File: config.mk
export PLATFORM = sky130hd
export DESIGN_NAME = ide_pio_timing_calculator
export DESIGN_NICKNAME = d
export VERILOG_FILES = /design/src/design/ipt_pkg.sv /design/src/design/ipt_select.sv /design/src/design/ipt_divider.sv /design/src/design/ipt_pack.sv /design/src/design/ide_pio_timing_calculator.sv
export SDC_FILE = /design/constraint.sdc
export NUM_CORES = 2
export LEC_CHECK = 0
export ABC_AREA = 1
export ABC_CLOCK_PERIOD_IN_PS = 16500
export BUFFER_PORTS_ARGS = -buffer_cell sky130_fd_sc_hd__buf_2
export CELL_PAD_IN_SITES_DETAIL_PLACEMENT = 1
export CELL_PAD_IN_SITES_GLOBAL_PLACEMENT = 2
export CORE_ASPECT_RATIO = 1.1
export CORE_MARGIN = 1
export CORE_UTILIZATION = 37
export DETAILED_ROUTE_END_ITERATION = 10
export PLACE_DENSITY = 0.76
export SETUP_SLACK_MARGIN = 0.02
export SLEW_MARGIN = 20
export SYNTH_ARGS = -nofsm -noshare
export SYNTH_HDL_FRONTEND = slang
export SYNTH_SLANG_ARGS = --single-unit
File: constraint.sdc
create_clock -name clk -period 16.5 [get_ports clk]
set_input_delay 3.3 -clock clk [delete_from_list [all_inputs] [get_ports clk]]
set_output_delay 3.3 -clock clk [all_outputs]
set_load 0.03 [all_outputs]
File: src/design/ipt_pkg.sv
// Package for the IDE PIO timing calculator: widths, codes, the mode timing
// table and the shared payload types.
// No dependencies; every design file refers to it by scoped names.
package ipt_pkg;

  // Field and datapath widths.
  localparam int ModeW    = 3;
  localparam int BasicW   = 8;
  localparam int AdvW     = 3;
  localparam int TimeW    = 16;
  localparam int PeriodW  = 8;
  localparam int ChipW    = 2;
  localparam int CodeW    = 8;
  localparam int CfgDataW = 8;
  localparam int CfgIdxW  = 1;

  // Numerator of a ceiling division: a 16-bit time plus period - 1.
  localparam int NumW     = TimeW + 1;
  localparam int NumIdxW  = $clog2(NumW);
  // The running remainder stays below the period.
  localparam int RemW     = PeriodW;

  // Default number of quotient bits resolved in each divider stage.
  localparam int DivBitsPerStage = 3;

  // Divider lanes, one per timing.
  localparam int NumLanes  = 3;
  localparam int LaneCycle = 0;
  localparam int LaneAddr  = 1;
  localparam int LaneData  = 2;

  typedef logic [ModeW-1:0] mode_t;
  typedef logic [NumLanes-1:0][NumW-1:0] lanes_t;

  typedef struct packed {
    logic [TimeW-1:0] cycle_ns;
    logic [TimeW-1:0] addr_ns;
    logic [TimeW-1:0] data_ns;
  } timing_t;

  // Configuration register indexes.
  localparam logic [CfgIdxW-1:0] CfgClockPeriod = 1'd0;
  localparam logic [CfgIdxW-1:0] CfgChipVersion = 1'd1;

  // Configuration reset values.
  localparam logic [PeriodW-1:0] PeriodReset = 8'd30;
  localparam logic [ChipW-1:0]   ChipReset   = 2'd1;

  // Mode codes.
  localparam mode_t Mode3   = 3'd3;
  localparam mode_t Mode4   = 3'd4;
  localparam mode_t Mode5   = 3'd5;
  localparam mode_t MaxMode = Mode5;

  // Active time codes.
  localparam logic [CodeW-1:0] ActiveUpTo2 = 8'h40;
  localparam logic [CodeW-1:0] Active3     = 8'h80;
  localparam logic [CodeW-1:0] Active4     = 8'h00;
  localparam logic [CodeW-1:0] ActiveLong  = 8'hc0;

  // Clamps on the setup counts.
  localparam int MinClocks = 2;
  localparam int AddrLimit = 15;
  localparam int DataLimit = 17;
  localparam int NibLimit  = 15;

  // Nanosecond timings of each PIO mode: cycle, address setup, data setup.
  function automatic timing_t mode_timing(mode_t m);
    timing_t t;
    case (m)
      3'd0:    t = '{cycle_ns: 16'd70, addr_ns: 16'd165, data_ns: 16'd600};
      3'd1:    t = '{cycle_ns: 16'd50, addr_ns: 16'd125, data_ns: 16'd383};
      3'd2:    t = '{cycle_ns: 16'd30, addr_ns: 16'd100, data_ns: 16'd240};
      3'd3:    t = '{cycle_ns: 16'd30, addr_ns: 16'd80,  data_ns: 16'd180};
      3'd4:    t = '{cycle_ns: 16'd25, addr_ns: 16'd70,  data_ns: 16'd125};
      default: t = '{cycle_ns: 16'd20, addr_ns: 16'd50,  data_ns: 16'd100};
    endcase
    return t;
  endfunction

endpackage

File: src/design/ipt_select.sv
// First pipeline stage: picks the PIO mode and the three nanosecond timings,
// and forms the ceiling-division numerators. Depends on ipt_pkg.
module ipt_select (
  input  logic                         clk,
  input  logic                         stage_en,
  input  logic [ipt_pkg::PeriodW-1:0]  period,
  input  logic                         known_valid,
  input  logic [ipt_pkg::ModeW-1:0]    known_mode,
  input  logic [ipt_pkg::BasicW-1:0]   basic_mode,
  input  logic                         extended_valid,
  input  logic                         iordy_capable,
  input  logic [ipt_pkg::AdvW-1:0]     advanced_modes,
  input  logic [ipt_pkg::TimeW-1:0]    iordy_cycle_ns,
  input  logic [ipt_pkg::TimeW-1:0]    plain_cycle_ns,
  output ipt_pkg::lanes_t              num_out,
  output ipt_pkg::mode_t               mode_out
);

  ipt_pkg::lanes_t num_r, num_nxt;
  ipt_pkg::mode_t  mode_r, mode_nxt;

  // Mode and timing selection.
  always_comb begin
    ipt_pkg::timing_t          base_t;
    ipt_pkg::timing_t          adv_t;
    logic [ipt_pkg::TimeW-1:0] cyc;
    logic [ipt_pkg::TimeW-1:0] adr;
    logic [ipt_pkg::TimeW-1:0] dat;
    logic [ipt_pkg::NumW-1:0]  bias;

    if (known_valid) begin
      mode_nxt = (known_mode > ipt_pkg::MaxMode) ? ipt_pkg::MaxMode : known_mode;
    end else if (basic_mode > ipt_pkg::BasicW'(ipt_pkg::MaxMode)) begin
      mode_nxt = ipt_pkg::MaxMode;
    end else begin
      mode_nxt = basic_mode[ipt_pkg::ModeW-1:0];
    end
    base_t = ipt_pkg::mode_timing(mode_nxt);
    cyc = base_t.cycle_ns;
    adr = base_t.addr_ns;
    dat = base_t.data_ns;

    if (!known_valid && extended_valid) begin
      if (iordy_capable && (advanced_modes != '0)) begin
        if (advanced_modes[2]) begin
          mode_nxt = ipt_pkg::Mode5;
        end else if (advanced_modes[1]) begin
          mode_nxt = ipt_pkg::Mode4;
        end else begin
          mode_nxt = ipt_pkg::Mode3;
        end
        dat = iordy_cycle_ns;
      end else begin
        dat = plain_cycle_ns;
      end
    end
    adv_t = ipt_pkg::mode_timing(mode_nxt);
    if (!known_valid && extended_valid) begin
      cyc = adv_t.cycle_ns;
      adr = adv_t.addr_ns;
      if (dat == '0) begin
        dat = adv_t.data_ns;
      end
    end

    // Ceiling division numerators: time + period - 1 (period is never zero).
    bias = ipt_pkg::NumW'(period) - ipt_pkg::NumW'(1);
    num_nxt[ipt_pkg::LaneCycle] = ipt_pkg::NumW'(cyc) + bias;
    num_nxt[ipt_pkg::LaneAddr]  = ipt_pkg::NumW'(adr) + bias;
    num_nxt[ipt_pkg::LaneData]  = ipt_pkg::NumW'(dat) + bias;
  end

  // Stage register.
  always_ff @(posedge clk) begin
    if (stage_en) begin
      num_r  <= num_nxt;
      mode_r <= mode_nxt;
    end
  end

  assign num_out  = num_r;
  assign mode_out = mode_r;

endmodule

File: src/design/ipt_divider.sv
// Pipelined restoring divider, three lanes sharing one divisor, a few quotient
// bits per stage. Depends on ipt_pkg.
module ipt_divider #(
  parameter int BITS_PER_STAGE = ipt_pkg::DivBitsPerStage
) (
  input  logic                                  clk,
  input  logic [(ipt_pkg::NumW + BITS_PER_STAGE - 1) / BITS_PER_STAGE - 1:0] stage_en,
  input  logic [ipt_pkg::PeriodW-1:0]           period,
  input  ipt_pkg::lanes_t                       num_in,
  input  ipt_pkg::mode_t                        mode_in,
  output ipt_pkg::lanes_t                       quo_out,
  output ipt_pkg::mode_t                        mode_out
);

  localparam int Stages = (ipt_pkg::NumW + BITS_PER_STAGE - 1) / BITS_PER_STAGE;

  typedef logic [ipt_pkg::NumLanes-1:0][ipt_pkg::RemW-1:0] rems_t;

  // Each lane word holds quotient bits above the current position and the
  // unconsumed numerator bits below it.
  ipt_pkg::lanes_t work_r [Stages];
  rems_t           rem_r  [Stages];
  ipt_pkg::mode_t  mode_r [Stages];

  for (genvar s = 0; s < Stages; s++) begin : g_stage
    localparam int TopBit = ipt_pkg::NumW - 1 - s * BITS_PER_STAGE;

    ipt_pkg::lanes_t work_in, work_nxt;
    rems_t           rem_in, rem_nxt;
    ipt_pkg::mode_t  mode_stage_in;

    if (s == 0) begin : g_first
      assign work_in       = num_in;
      assign rem_in        = '0;
      assign mode_stage_in = mode_in;
    end else begin : g_next
      assign work_in       = work_r[s-1];
      assign rem_in        = rem_r[s-1];
      assign mode_stage_in = mode_r[s-1];
    end

    // One shift-compare-subtract step per quotient bit.
    always_comb begin
      logic [ipt_pkg::RemW:0] trial;
      int                     bit_idx;
      work_nxt = work_in;
      rem_nxt  = rem_in;
      trial    = '0;
      bit_idx  = 0;
      for (int l = 0; l < ipt_pkg::NumLanes; l++) begin
        for (int j = 0; j < BITS_PER_STAGE; j++) begin
          bit_idx = TopBit - j;
          if (bit_idx >= 0) begin
            trial = {rem_nxt[l], work_nxt[l][bit_idx[ipt_pkg::NumIdxW-1:0]]};
            if (trial >= {1'b0, period}) begin
              trial = trial - {1'b0, period};
              work_nxt[l][bit_idx[ipt_pkg::NumIdxW-1:0]] = 1'b1;
            end else begin
              work_nxt[l][bit_idx[ipt_pkg::NumIdxW-1:0]] = 1'b0;
            end
            rem_nxt[l] = trial[ipt_pkg::RemW-1:0];
          end
        end
      end
    end

    always_ff @(posedge clk) begin
      if (stage_en[s]) begin
        work_r[s] <= work_nxt;
        rem_r[s]  <= rem_nxt;
        mode_r[s] <= mode_stage_in;
      end
    end
  end

  assign quo_out  = work_r[Stages-1];
  assign mode_out = mode_r[Stages-1];

endmodule

File: src/design/ipt_pack.sv
// Last pipeline stage: turns the clock counts into the active-time code and
// the packed address/data setup byte, and holds the result. Depends on ipt_pkg.
module ipt_pack (
  input  logic                        clk,
  input  logic                        stage_en,
  input  logic [ipt_pkg::ChipW-1:0]   chip_version,
  input  ipt_pkg::lanes_t             quo_in,
  input  ipt_pkg::mode_t              mode_in,
  output ipt_pkg::mode_t              chosen_mode,
  output logic [ipt_pkg::CodeW-1:0]   active_code,
  output logic [ipt_pkg::CodeW-1:0]   setup_code
);

  localparam int ExtW = ipt_pkg::NumW + 1;

  ipt_pkg::mode_t            mode_r;
  logic [ipt_pkg::CodeW-1:0] active_r, active_nxt;
  logic [ipt_pkg::CodeW-1:0] setup_r, setup_nxt;

  // Active time code from the cycle count.
  always_comb begin
    logic [ipt_pkg::NumW-1:0] qc;
    qc = quo_in[ipt_pkg::LaneCycle];
    if (qc <= ipt_pkg::NumW'(2)) begin
      active_nxt = ipt_pkg::ActiveUpTo2;
    end else if (qc == ipt_pkg::NumW'(3)) begin
      active_nxt = ipt_pkg::Active3;
    end else if (qc == ipt_pkg::NumW'(4)) begin
      active_nxt = ipt_pkg::Active4;
    end else begin
      active_nxt = ipt_pkg::ActiveLong;
    end
  end

  // Address and data setup counts with their clamps.
  always_comb begin
    logic [ExtW-1:0] a_cnt;
    logic [ExtW-1:0] d_cnt;
    logic [ExtW-1:0] diff;
    logic [4:0]      b_cnt;
    logic [3:0]      a_nib;
    logic [3:0]      b_nib;

    a_cnt = ExtW'(quo_in[ipt_pkg::LaneAddr]);
    if (a_cnt < ExtW'(ipt_pkg::MinClocks)) begin
      a_cnt = ExtW'(ipt_pkg::MinClocks);
    end
    d_cnt = ExtW'(quo_in[ipt_pkg::LaneData]);
    diff  = d_cnt - a_cnt;

    if (diff[ExtW-1] || (diff < ExtW'(ipt_pkg::MinClocks))) begin
      b_cnt = 5'(ipt_pkg::MinClocks);
    end else if (diff > ExtW'(ipt_pkg::DataLimit)) begin
      // The excess moves into the address count.
      a_cnt = d_cnt - ExtW'(ipt_pkg::DataLimit);
      b_cnt = 5'(ipt_pkg::DataLimit);
    end else begin
      b_cnt = diff[4:0];
    end

    if (a_cnt > ExtW'(ipt_pkg::AddrLimit)) begin
      a_nib = '0;
    end else begin
      a_nib = a_cnt[3:0];
    end

    // Later controller revisions take one clock off the data count.
    if (chip_version > ipt_pkg::ChipW'(1)) begin
      b_cnt = b_cnt - 5'd1;
    end
    if (b_cnt > 5'(ipt_pkg::NibLimit)) begin
      b_nib = '0;
    end else begin
      b_nib = b_cnt[3:0];
    end

    setup_nxt = {a_nib, b_nib};
  end

  // Result register.
  always_ff @(posedge clk) begin
    if (stage_en) begin
      mode_r   <= mode_in;
      active_r <= active_nxt;
      setup_r  <= setup_nxt;
    end
  end

  assign chosen_mode = mode_r;
  assign active_code = active_r;
  assign setup_code  = setup_r;

endmodule

File: src/design/ide_pio_timing_calculator.sv
// IDE PIO timing calculator, top level: configuration registers, pipeline
// valid chain and the select, divider and pack stages. Depends on ipt_pkg.
// Each accepted item passes the select register, the divider stage registers
// and the pack result register before it shows on out_valid.
// Throughput: one item per cycle; the bubble-collapsing valid chain keeps
// accepting items while a result waits, until every stage holds one.
// Reset (synchronous, rst_n low): all stages empty, clock period 30, chip 1.
module ide_pio_timing_calculator #(
  parameter int BITS_PER_STAGE = ipt_pkg::DivBitsPerStage
) (
  input  logic                          clk,
  input  logic                          rst_n,
  // Configuration port
  input  logic                          cfg_write_en,
  input  logic [ipt_pkg::CfgIdxW-1:0]   cfg_index,
  input  logic [ipt_pkg::CfgDataW-1:0]  cfg_data,
  // Input channel
  input  logic                          in_valid,
  output logic                          in_stall,
  input  logic                          in_known_valid,
  input  logic [ipt_pkg::ModeW-1:0]     in_known_mode,
  input  logic [ipt_pkg::BasicW-1:0]    in_basic_mode,
  input  logic                          in_extended_valid,
  input  logic                          in_iordy_capable,
  input  logic [ipt_pkg::AdvW-1:0]      in_advanced_modes,
  input  logic [ipt_pkg::TimeW-1:0]     in_iordy_cycle_ns,
  input  logic [ipt_pkg::TimeW-1:0]     in_plain_cycle_ns,
  // Result channel
  output logic                          out_valid,
  input  logic                          out_stall,
  output logic [ipt_pkg::ModeW-1:0]     out_chosen_mode,
  output logic [ipt_pkg::CodeW-1:0]     out_active_code,
  output logic [ipt_pkg::CodeW-1:0]     out_setup_code
);

  localparam int DivStages = (ipt_pkg::NumW + BITS_PER_STAGE - 1) / BITS_PER_STAGE;
  localparam int NumStg    = DivStages + 2;

  logic [ipt_pkg::PeriodW-1:0] period_r;
  logic [ipt_pkg::ChipW-1:0]   chip_r;
  logic [NumStg-1:0]           valid_r, valid_nxt;
  logic [NumStg-1:0]           stage_en;

  ipt_pkg::lanes_t num_s0, quo_div;
  ipt_pkg::mode_t  mode_s0, mode_div;

  // Configuration registers; a zero period is stored as one.
  always_ff @(posedge clk) begin
    if (!rst_n) begin
      period_r <= ipt_pkg::PeriodReset;
      chip_r   <= ipt_pkg::ChipReset;
    end else if (cfg_write_en) begin
      case (cfg_index)
        ipt_pkg::CfgClockPeriod: begin
          period_r <= (cfg_data == '0) ? ipt_pkg::PeriodW'(1) : cfg_data;
        end
        ipt_pkg::CfgChipVersion: begin
          chip_r <= cfg_data[ipt_pkg::ChipW-1:0];
        end
        default: begin
        end
      endcase
    end
  end

  // A stage moves when it is empty or the stage after it moves.
  always_comb begin
    stage_en[NumStg-1] = !valid_r[NumStg-1] || !out_stall;
    for (int k = NumStg - 2; k >= 0; k--) begin
      stage_en[k] = !valid_r[k] || stage_en[k+1];
    end
    for (int k = 0; k < NumStg; k++) begin
      if (!stage_en[k]) begin
        valid_nxt[k] = valid_r[k];
      end else if (k == 0) begin
        valid_nxt[k] = in_valid;
      end else begin
        valid_nxt[k] = valid_r[k-1];
      end
    end
  end

  always_ff @(posedge clk) begin
    if (!rst_n) begin
      valid_r <= '0;
    end else begin
      valid_r <= valid_nxt;
    end
  end

  assign in_stall  = !stage_en[0];
  assign out_valid = valid_r[NumStg-1];

  // Mode and timing selection.
  ipt_select u_select (
    .clk            (clk),
    .stage_en       (stage_en[0]),
    .period         (period_r),
    .known_valid    (in_known_valid),
    .known_mode     (in_known_mode),
    .basic_mode     (in_basic_mode),
    .extended_valid (in_extended_valid),
    .iordy_capable  (in_iordy_capable),
    .advanced_modes (in_advanced_modes),
    .iordy_cycle_ns (in_iordy_cycle_ns),
    .plain_cycle_ns (in_plain_cycle_ns),
    .num_out        (num_s0),
    .mode_out       (mode_s0)
  );

  // Ceiling divisions by the clock period.
  ipt_divider #(
    .BITS_PER_STAGE (BITS_PER_STAGE)
  ) u_divider (
    .clk      (clk),
    .stage_en (stage_en[DivStages:1]),
    .period   (period_r),
    .num_in   (num_s0),
    .mode_in  (mode_s0),
    .quo_out  (quo_div),
    .mode_out (mode_div)
  );

  // Code packing and result register.
  ipt_pack u_pack (
    .clk          (clk),
    .stage_en     (stage_en[NumStg-1]),
    .chip_version (chip_r),
    .quo_in       (quo_div),
    .mode_in      (mode_div),
    .chosen_mode  (out_chosen_mode),
    .active_code  (out_active_code),
    .setup_code   (out_setup_code)
  );

endmodule

# After elaboration in Yosys (flattened, before gate mapping)

Memory sizes are Yosys's and may differ from the RTL's. A register that Yosys moved wholly into a read port is not among the register bits.
Cells that the tools add are included.

Register bits after elaboration: 88
Latch bits: 0
RAM bits: 468
ROM bits: 0
Input bits: 63
Output and inout bits: 21
Logic and storage cells: 318
Memories kept: 3

Memories:

| memory           | words | bits a word | read ports | clocked after memory_dff | write ports | RTL line          | source |
|---|---|---|---|---|---|---|---|
| u_divider.work_r | 6     | 51          | 6          | 0                        | 6           | ipt_divider.sv:21 | `ipt_pkg::lanes_t work_r [Stages];` |
| u_divider.rem_r  | 6     | 24          | 5          | 0                        | 6           | ipt_divider.sv:22 | `rems_t rem_r [Stages];` |
| u_divider.mode_r | 6     | 3           | 6          | 1                        | 6           | ipt_divider.sv:23 | `ipt_pkg::mode_t mode_r [Stages];` |

$add $sub $neg: 58
Multiply operators: 0
Divide/modulo/power cells: 0
Magnitude comparators: 60
Equality and inequality tests: 10
Shift-type cells: 0
Muxes and demuxes: 138
Bitwise logic cells: 1
Reduce and logical (&&, ||, !) cells: 30

Operator list:

| cell                  | count |
|---|---|
| $ge 9x8->1            | 48 |
| $mux 8                | 54 |
| $pmux 39 s5           | 2 |
| $sub 8x8->8           | 48 |
| $mux 16               | 5 |
| $mux 1                | 63 |
| $mux 18               | 2 |
| $add 16x17->17        | 2 |
| $ge 1x8->1            | 3 |
| $sub 1x8->8           | 3 |
| $mux 3                | 7 |
| $gt 18x4->1 const B   | 1 |
| $gt 18x5->1 const B   | 1 |
| $lt 18x2->1 const B   | 1 |
| $sub 17x17->18        | 1 |
| $sub 17x5->18 const B | 1 |
| $add 7x17->17         | 1 |
| $eq 17x2->1 const B   | 1 |
| $eq 17x3->1 const B   | 1 |
| $le 17x2->1 const B   | 1 |
| $lt 17x2->1 const B   | 1 |
| $mux 17               | 1 |
| $logic_not 16->1      | 1 |
| $mux 5                | 3 |
| 19 further kinds      | 45 |

# Depth between registers and ports, before layout

Depth in word-level cells: 10
Depth in mapped cells: 41
Mapped depth without buffers: 40

# By module

From an unflattened synthesis, not the netlist that was laid out.

Cells, all modules: 5084
Area total of the unflattened synthesis: 42399.4 um^2

By module, submodules not included:

| module                    | times used | cells each | area an instance (um^2) | seq. area each (um^2) |
|---|---|---|---|---|
| ipt_divider               | 1          | 4051       | 34886.0                 | 13332.8 |
| ipt_select                | 1          | 493        | 4186.5                  | 1621.6 |
| ipt_pack                  | 1          | 456        | 2622.5                  | 390.4 |
| ide_pio_timing_calculator | 1          | 84         | 704.4                   | 360.3 |

# Worst setup path after synthesis

OpenSTA, ideal clock, no wires.

Kind: input port to output port
Start point: in out_stall
End point: out in_stall
Arrival: 13.811 ns
Data required time: 13.200 ns
Slack: -0.611 ns
Cell stages on the path: 14
Path buffers: 0
Path through: nand2_1 > nor2_1 > inv_1 > nor2_1 > inv_1 > nor2_1 > inv_1 > nor2_1 > inv_1 > nor2_1 > inv_1 > nor2_1 > inv_1 > nor2_1

Word-level cells in the longest chain between the ends: 10

Ends and longest elaborated chain:

| what             | RTL line                        | source |
|---|---|---|
| start, declared  | ide_pio_timing_calculator.sv:30 | `input logic out_stall,` |
| $logic_not 1->1  | ide_pio_timing_calculator.sv:68 | `stage_en[NumStg-1] = !valid_r[NumStg-1] \|\| !out_stall;` |
| $logic_or 1x1->1 | ide_pio_timing_calculator.sv:68 |  |
| $logic_or 1x1->1 | ide_pio_timing_calculator.sv:70 | `stage_en[k] = !valid_r[k] \|\| stage_en[k+1];` |
| net stage_en[6]  | ide_pio_timing_calculator.sv:42 | `logic [NumStg-1:0] stage_en;` |
| $logic_or 1x1->1 | ide_pio_timing_calculator.sv:70 |  |
| net stage_en[5]  | ide_pio_timing_calculator.sv:42 |  |
| $logic_or 1x1->1 | ide_pio_timing_calculator.sv:70 |  |
| net stage_en[4]  | ide_pio_timing_calculator.sv:42 |  |
| $logic_or 1x1->1 | ide_pio_timing_calculator.sv:70 |  |
| net stage_en[3]  | ide_pio_timing_calculator.sv:42 |  |
| $logic_or 1x1->1 | ide_pio_timing_calculator.sv:70 |  |
| net stage_en[2]  | ide_pio_timing_calculator.sv:42 |  |
| $logic_or 1x1->1 | ide_pio_timing_calculator.sv:70 |  |
| net stage_en[1]  | ide_pio_timing_calculator.sv:42 |  |
| $logic_or 1x1->1 | ide_pio_timing_calculator.sv:70 |  |
| $logic_not 1->1  | ide_pio_timing_calculator.sv:91 | `assign in_stall = !stage_en[0];` |
| end, declared    | ide_pio_timing_calculator.sv:19 | `output logic in_stall,` |

The timed path passes the listed nets, and every way through them passes these cells.

# Worst setup path in the final report

Start point: in out_stall
End point: out in_stall

Word-level cells in the longest chain between the ends: 10

Ends and longest elaborated chain:

| what             | RTL line |
|---|---|
| $logic_not 1->1  | ide_pio_timing_calculator.sv:68 |
| $logic_or 1x1->1 | ide_pio_timing_calculator.sv:68 |
| net stage_en[7]  | ide_pio_timing_calculator.sv:42 |
| $logic_or 1x1->1 | ide_pio_timing_calculator.sv:70 |
| net stage_en[6]  | ide_pio_timing_calculator.sv:42 |
| $logic_or 1x1->1 | ide_pio_timing_calculator.sv:70 |
| net stage_en[5]  | ide_pio_timing_calculator.sv:42 |
| $logic_or 1x1->1 | ide_pio_timing_calculator.sv:70 |
| net stage_en[4]  | ide_pio_timing_calculator.sv:42 |
| $logic_or 1x1->1 | ide_pio_timing_calculator.sv:70 |
| net stage_en[3]  | ide_pio_timing_calculator.sv:42 |
| $logic_or 1x1->1 | ide_pio_timing_calculator.sv:70 |
| net stage_en[2]  | ide_pio_timing_calculator.sv:42 |
| $logic_or 1x1->1 | ide_pio_timing_calculator.sv:70 |
| net stage_en[1]  | ide_pio_timing_calculator.sv:42 |
| $logic_or 1x1->1 | ide_pio_timing_calculator.sv:70 |
| $logic_not 1->1  | ide_pio_timing_calculator.sv:91 |

The timed path passes the listed nets, and every way through them passes these cells.

==> results.sh <==
export IMPL_synthCells=4471
export IMPL_hp_class="reg2reg"
export IMPL_die_h_um=344
export IMPL_post_route_min_period_ps=10640
export IMPL_cts_setup_buffers=0
export IMPL_drcViolationCount=0
export IMPL_tns_ps=0
export IMPL_ys_seq_area_frac=0.399
export IMPL_ios=84
export IMPL_rrSetupSlack_ps=8920
export IMPL_status="finished clean"
export IMPL_start_util=0.373
export IMPL_worst_skew_pair_late_latency_ps=650
export IMPL_synth_edf_count=511
export IMPL_nets=5163
export IMPL_endpoint="in_stall"
export IMPL_criticalPathCategory="in2out"
export IMPL_drive_gt1_frac=0.0886
export IMPL_max_slew_worst_pin_slew_ps=1050
export IMPL_core_mm2=0.105
export IMPL_rsz0062_at_grt="false"
export IMPL_cts_tree="done"
export IMPL_gp_congestion=0.829
export IMPL_wl_um=103000
export IMPL_antenna_found_initial=3
export IMPL_grt_pass1_vias=31900
export IMPL_hold_viol=0
export IMPL_io_buffer_count=77
export IMPL_synth_seq_cells=528
export IMPL_overflow=0
export IMPL_numCtsBuffers=61
export IMPL_worstSetupStartpoint="out_stall"
export IMPL_fin_skew_ps=37.8
export IMPL_num_rows=125
export IMPL_start_kind="input port"
export IMPL_yosysTopAreaCellShare=0.390
export IMPL_place_area_mm2=0.0415
export IMPL_arrival_ps=7340
export IMPL_avgSynthCellArea_um2=8.80
export IMPL_hold_buffers=0
export IMPL_reg2reg_to="u_divider.rem_r[2][8]"
export IMPL_drt_iter0_markers=1088
export IMPL_reg2reg_depth=39
export IMPL_vias=30100
export IMPL_synthArstFlopShare=0
export IMPL_routedWlPerCell_um=17.1
export IMPL_clk_root_buffer_cell="clkbuf_16"
export IMPL_clock_path_buffers=3
export IMPL_synth_cell_types=76
export IMPL_required_ps=13200
export IMPL_htree_levels=2
export IMPL_fillCellCount=12400
export IMPL_drtAntennaViolNets=0
export IMPL_crit_reg2reg_launch="period_r[2]"
export IMPL_cts_resized=0
export IMPL_synth_largest_area_cell="edfxtp_1"
export IMPL_post_route_period_util=0.645
export IMPL_end_kind="output pin"
export IMPL_dieArea_mm2=0.108
export IMPL_multi_input_area_mm2=0.0211
export IMPL_hold_start="u_divider.work_r[3][1]"
export IMPL_synth_area_leaders="edfxtp_1 (39%), ha_1 (14%), nand2_1 (9.2%)"
export IMPL_synth_flop_cell="edfxtp_1"
export IMPL_drv_slew=0
export IMPL_maxCapViolations=0
export IMPL_firstDrtPassIters=7
export IMPL_clk_pin_slew_worst_paths_ps=70
export IMPL_routed_via_density=4.97
export IMPL_dpl_hpwl_um=81500
export IMPL_fin_area_mm2=0.0436
export IMPL_fmax_mhz=94.0
export IMPL_die_w_um=313
export IMPL_setup_viol=0
export IMPL_cp_max_fo=39
export IMPL_syn_area_mm2=0.0393
export IMPL_grt_start_max_net_pins=80
export IMPL_grt_pass1_wl_um=167000
export IMPL_cts_sinks=528
export IMPL_seqCellArea_mm2=0.0157
export IMPL_max_slew_margin=0.294
export IMPL_area_delta_synth_final_pct=10.8
export IMPL_yosysWarnings=0
export IMPL_grt_usage=0.194
metrics by stage:
step           utilization  hold slack [ps]  setup slack (ps)  instances
2_1_floorplan            -              400               105       4476
3_3_place_gp         0.393              401              5840       5942
4_1_cts              0.413              407              5710       6056
5_1_grt              0.414              406              5350       6057
6_report             0.414              411              5860       6058
3_5_place_dp         0.393              405              5780       5942
how the worst min path moves through the flow:
| stage | to | slack (ps) | cells past startpoint |
|---|---|---|---|
| floorplan | u_divider.mode_r[0][0] | 400 | 0 |
| global placement | u_divider.work_r[5][2] | 400 | 0 |
| detailed placement | u_divider.work_r[5][24] | 410 | 0 |
| CTS | u_divider.work_r[4][23] | 410 | 0 |
| global route | u_divider.work_r[4][23] | 410 | 0 |
| finish | u_divider.work_r[4][1] | 410 | 0 |
logic make-up (layout without fill, tap and decap cells):
| group | Yosys count | in the layout | share of synthesized area |
|---|---|---|---|
| AND/OR/NAND/NOR | 1818 | 1818 | 0.204 |
| AO/OA/AOI/OAI | 717 | 717 | 0.107 |
| buffers and inverters | 647 | 830 | 0.0647 |
| flip-flops | 528 | 528 | 0.399 |
| adder cells (fa/ha/maj) | 492 | 492 | 0.166 |
| XOR/XNOR | 266 | 266 | 0.0594 |
| multiplexers | 2 | 2 | 0.000573 |
| other | 1 | 8 | 0.0000953 |
flip-flops by register name (all words and copies together), names as in the netlist:
signal	cells
u_pack.setup_code	8
u_divider.rem_r	120
u_pack.active_code	2
chip_r	1
valid_r	8
u_select.num_out	51
period_r	8
u_divider.mode_r	18
u_select.mode_out	3
u_pack.chosen_mode	3
u_divider.work_r	306
routing by layer:
layer  wire length, um  share of wire  global-route usage
met2             50000           0.48               0.346
met4              2290          0.022              0.0472
met3              2690          0.026              0.0222
met1             48500           0.47               0.249
met5                 0              0                   0
layout make-up:
cell class | count | area share
clock inverter | 44 | 0.0125
sequential | 528 | 0.360
tap | 1397 | 0.0401
multi-input combinational | 3301 | 0.485
timing repair buffer | 106 | 0.0140
clock buffer | 70 | 0.0360
inverter | 610 | 0.0529
antenna | 2 | 0.000115
cell usage after synthesis (5+ instances only):
| cell type | number |
|---|---|
| buf_2 | 12 |
| xnor2_1 | 74 |
| o21ai_0 | 195 |
| nor3b_1 | 7 |
| nor2_4 | 11 |
| a31oi_1 | 5 |
| nand2_1 | 960 |
| nand3_2 | 16 |
| o31ai_1 | 8 |
| nand2_4 | 6 |
| nor2_2 | 14 |
| fa_1 | 49 |
| inv_1 | 578 |
| nor2_1 | 391 |
| nand3b_1 | 16 |
| buf_6 | 6 |
| nand4_1 | 82 |
| a21oi_1 | 312 |
| nand2_2 | 31 |
| xor2_1 | 191 |
| o21ai_2 | 21 |
| nand3_1 | 165 |
| nor4_1 | 16 |
| dfxtp_1 | 17 |
| or2_2 | 21 |
| nor3_1 | 43 |
| a21boi_0 | 6 |
| a21oi_2 | 11 |
| ha_1 | 443 |
| o211ai_1 | 10 |
| buf_4 | 14 |
| a211oi_1 | 13 |
| or2_1 | 11 |
| o21a_1 | 26 |
| o21ai_1 | 30 |
| o21bai_1 | 30 |
| a21o_1 | 18 |
| edfxtp_1 | 511 |
| inv_2 | 29 |
cells in the final DEF, fill, tap and decap left out, types with 13 or more instances in the layout:
| master | instances |
|---|---|
| a211oi_1 | 13 |
| a21o_1 | 18 |
| a21oi_1 | 312 |
| buf_2 | 77 |
| buf_4 | 27 |
| clkbuf_16 | 61 |
| clkinv_2 | 13 |
| dfxtp_1 | 15 |
| edfxtp_1 | 511 |
| fa_1 | 49 |
| ha_1 | 443 |
| inv_1 | 565 |
| inv_2 | 34 |
| nand2_1 | 960 |
| nand2_2 | 31 |
| nand3_1 | 165 |
| nand3_2 | 16 |
| nand3b_1 | 16 |
| nand4_1 | 82 |
| nor2_1 | 391 |
| nor2_2 | 14 |
| nor3_1 | 43 |
| nor4_1 | 16 |
| o21a_1 | 26 |
| o21ai_0 | 195 |
| o21ai_1 | 30 |
| o21ai_2 | 21 |
| o21bai_1 | 30 |
| or2_2 | 21 |
| xnor2_1 | 74 |
| xor2_1 | 191 |
critical path, cell delays in order:
cell	delay, ps
buf_2	80
nand2_1	50
buf_4	220
nor2_1	140
inv_2	50
nor2_1	120
clkinv_2	270
nor2_1	220
clkinv_2	550
nor2_1	370
clkinv_2	610
nor2_1	340
clkinv_2	120
nor2_1	200
clkinvlp_4	140
nor2_1	270
buf_2	270
Power is left out: the tool's default activity adds up to more than one toggle a clock period on the data nets, which glitch-free logic cannot reach.
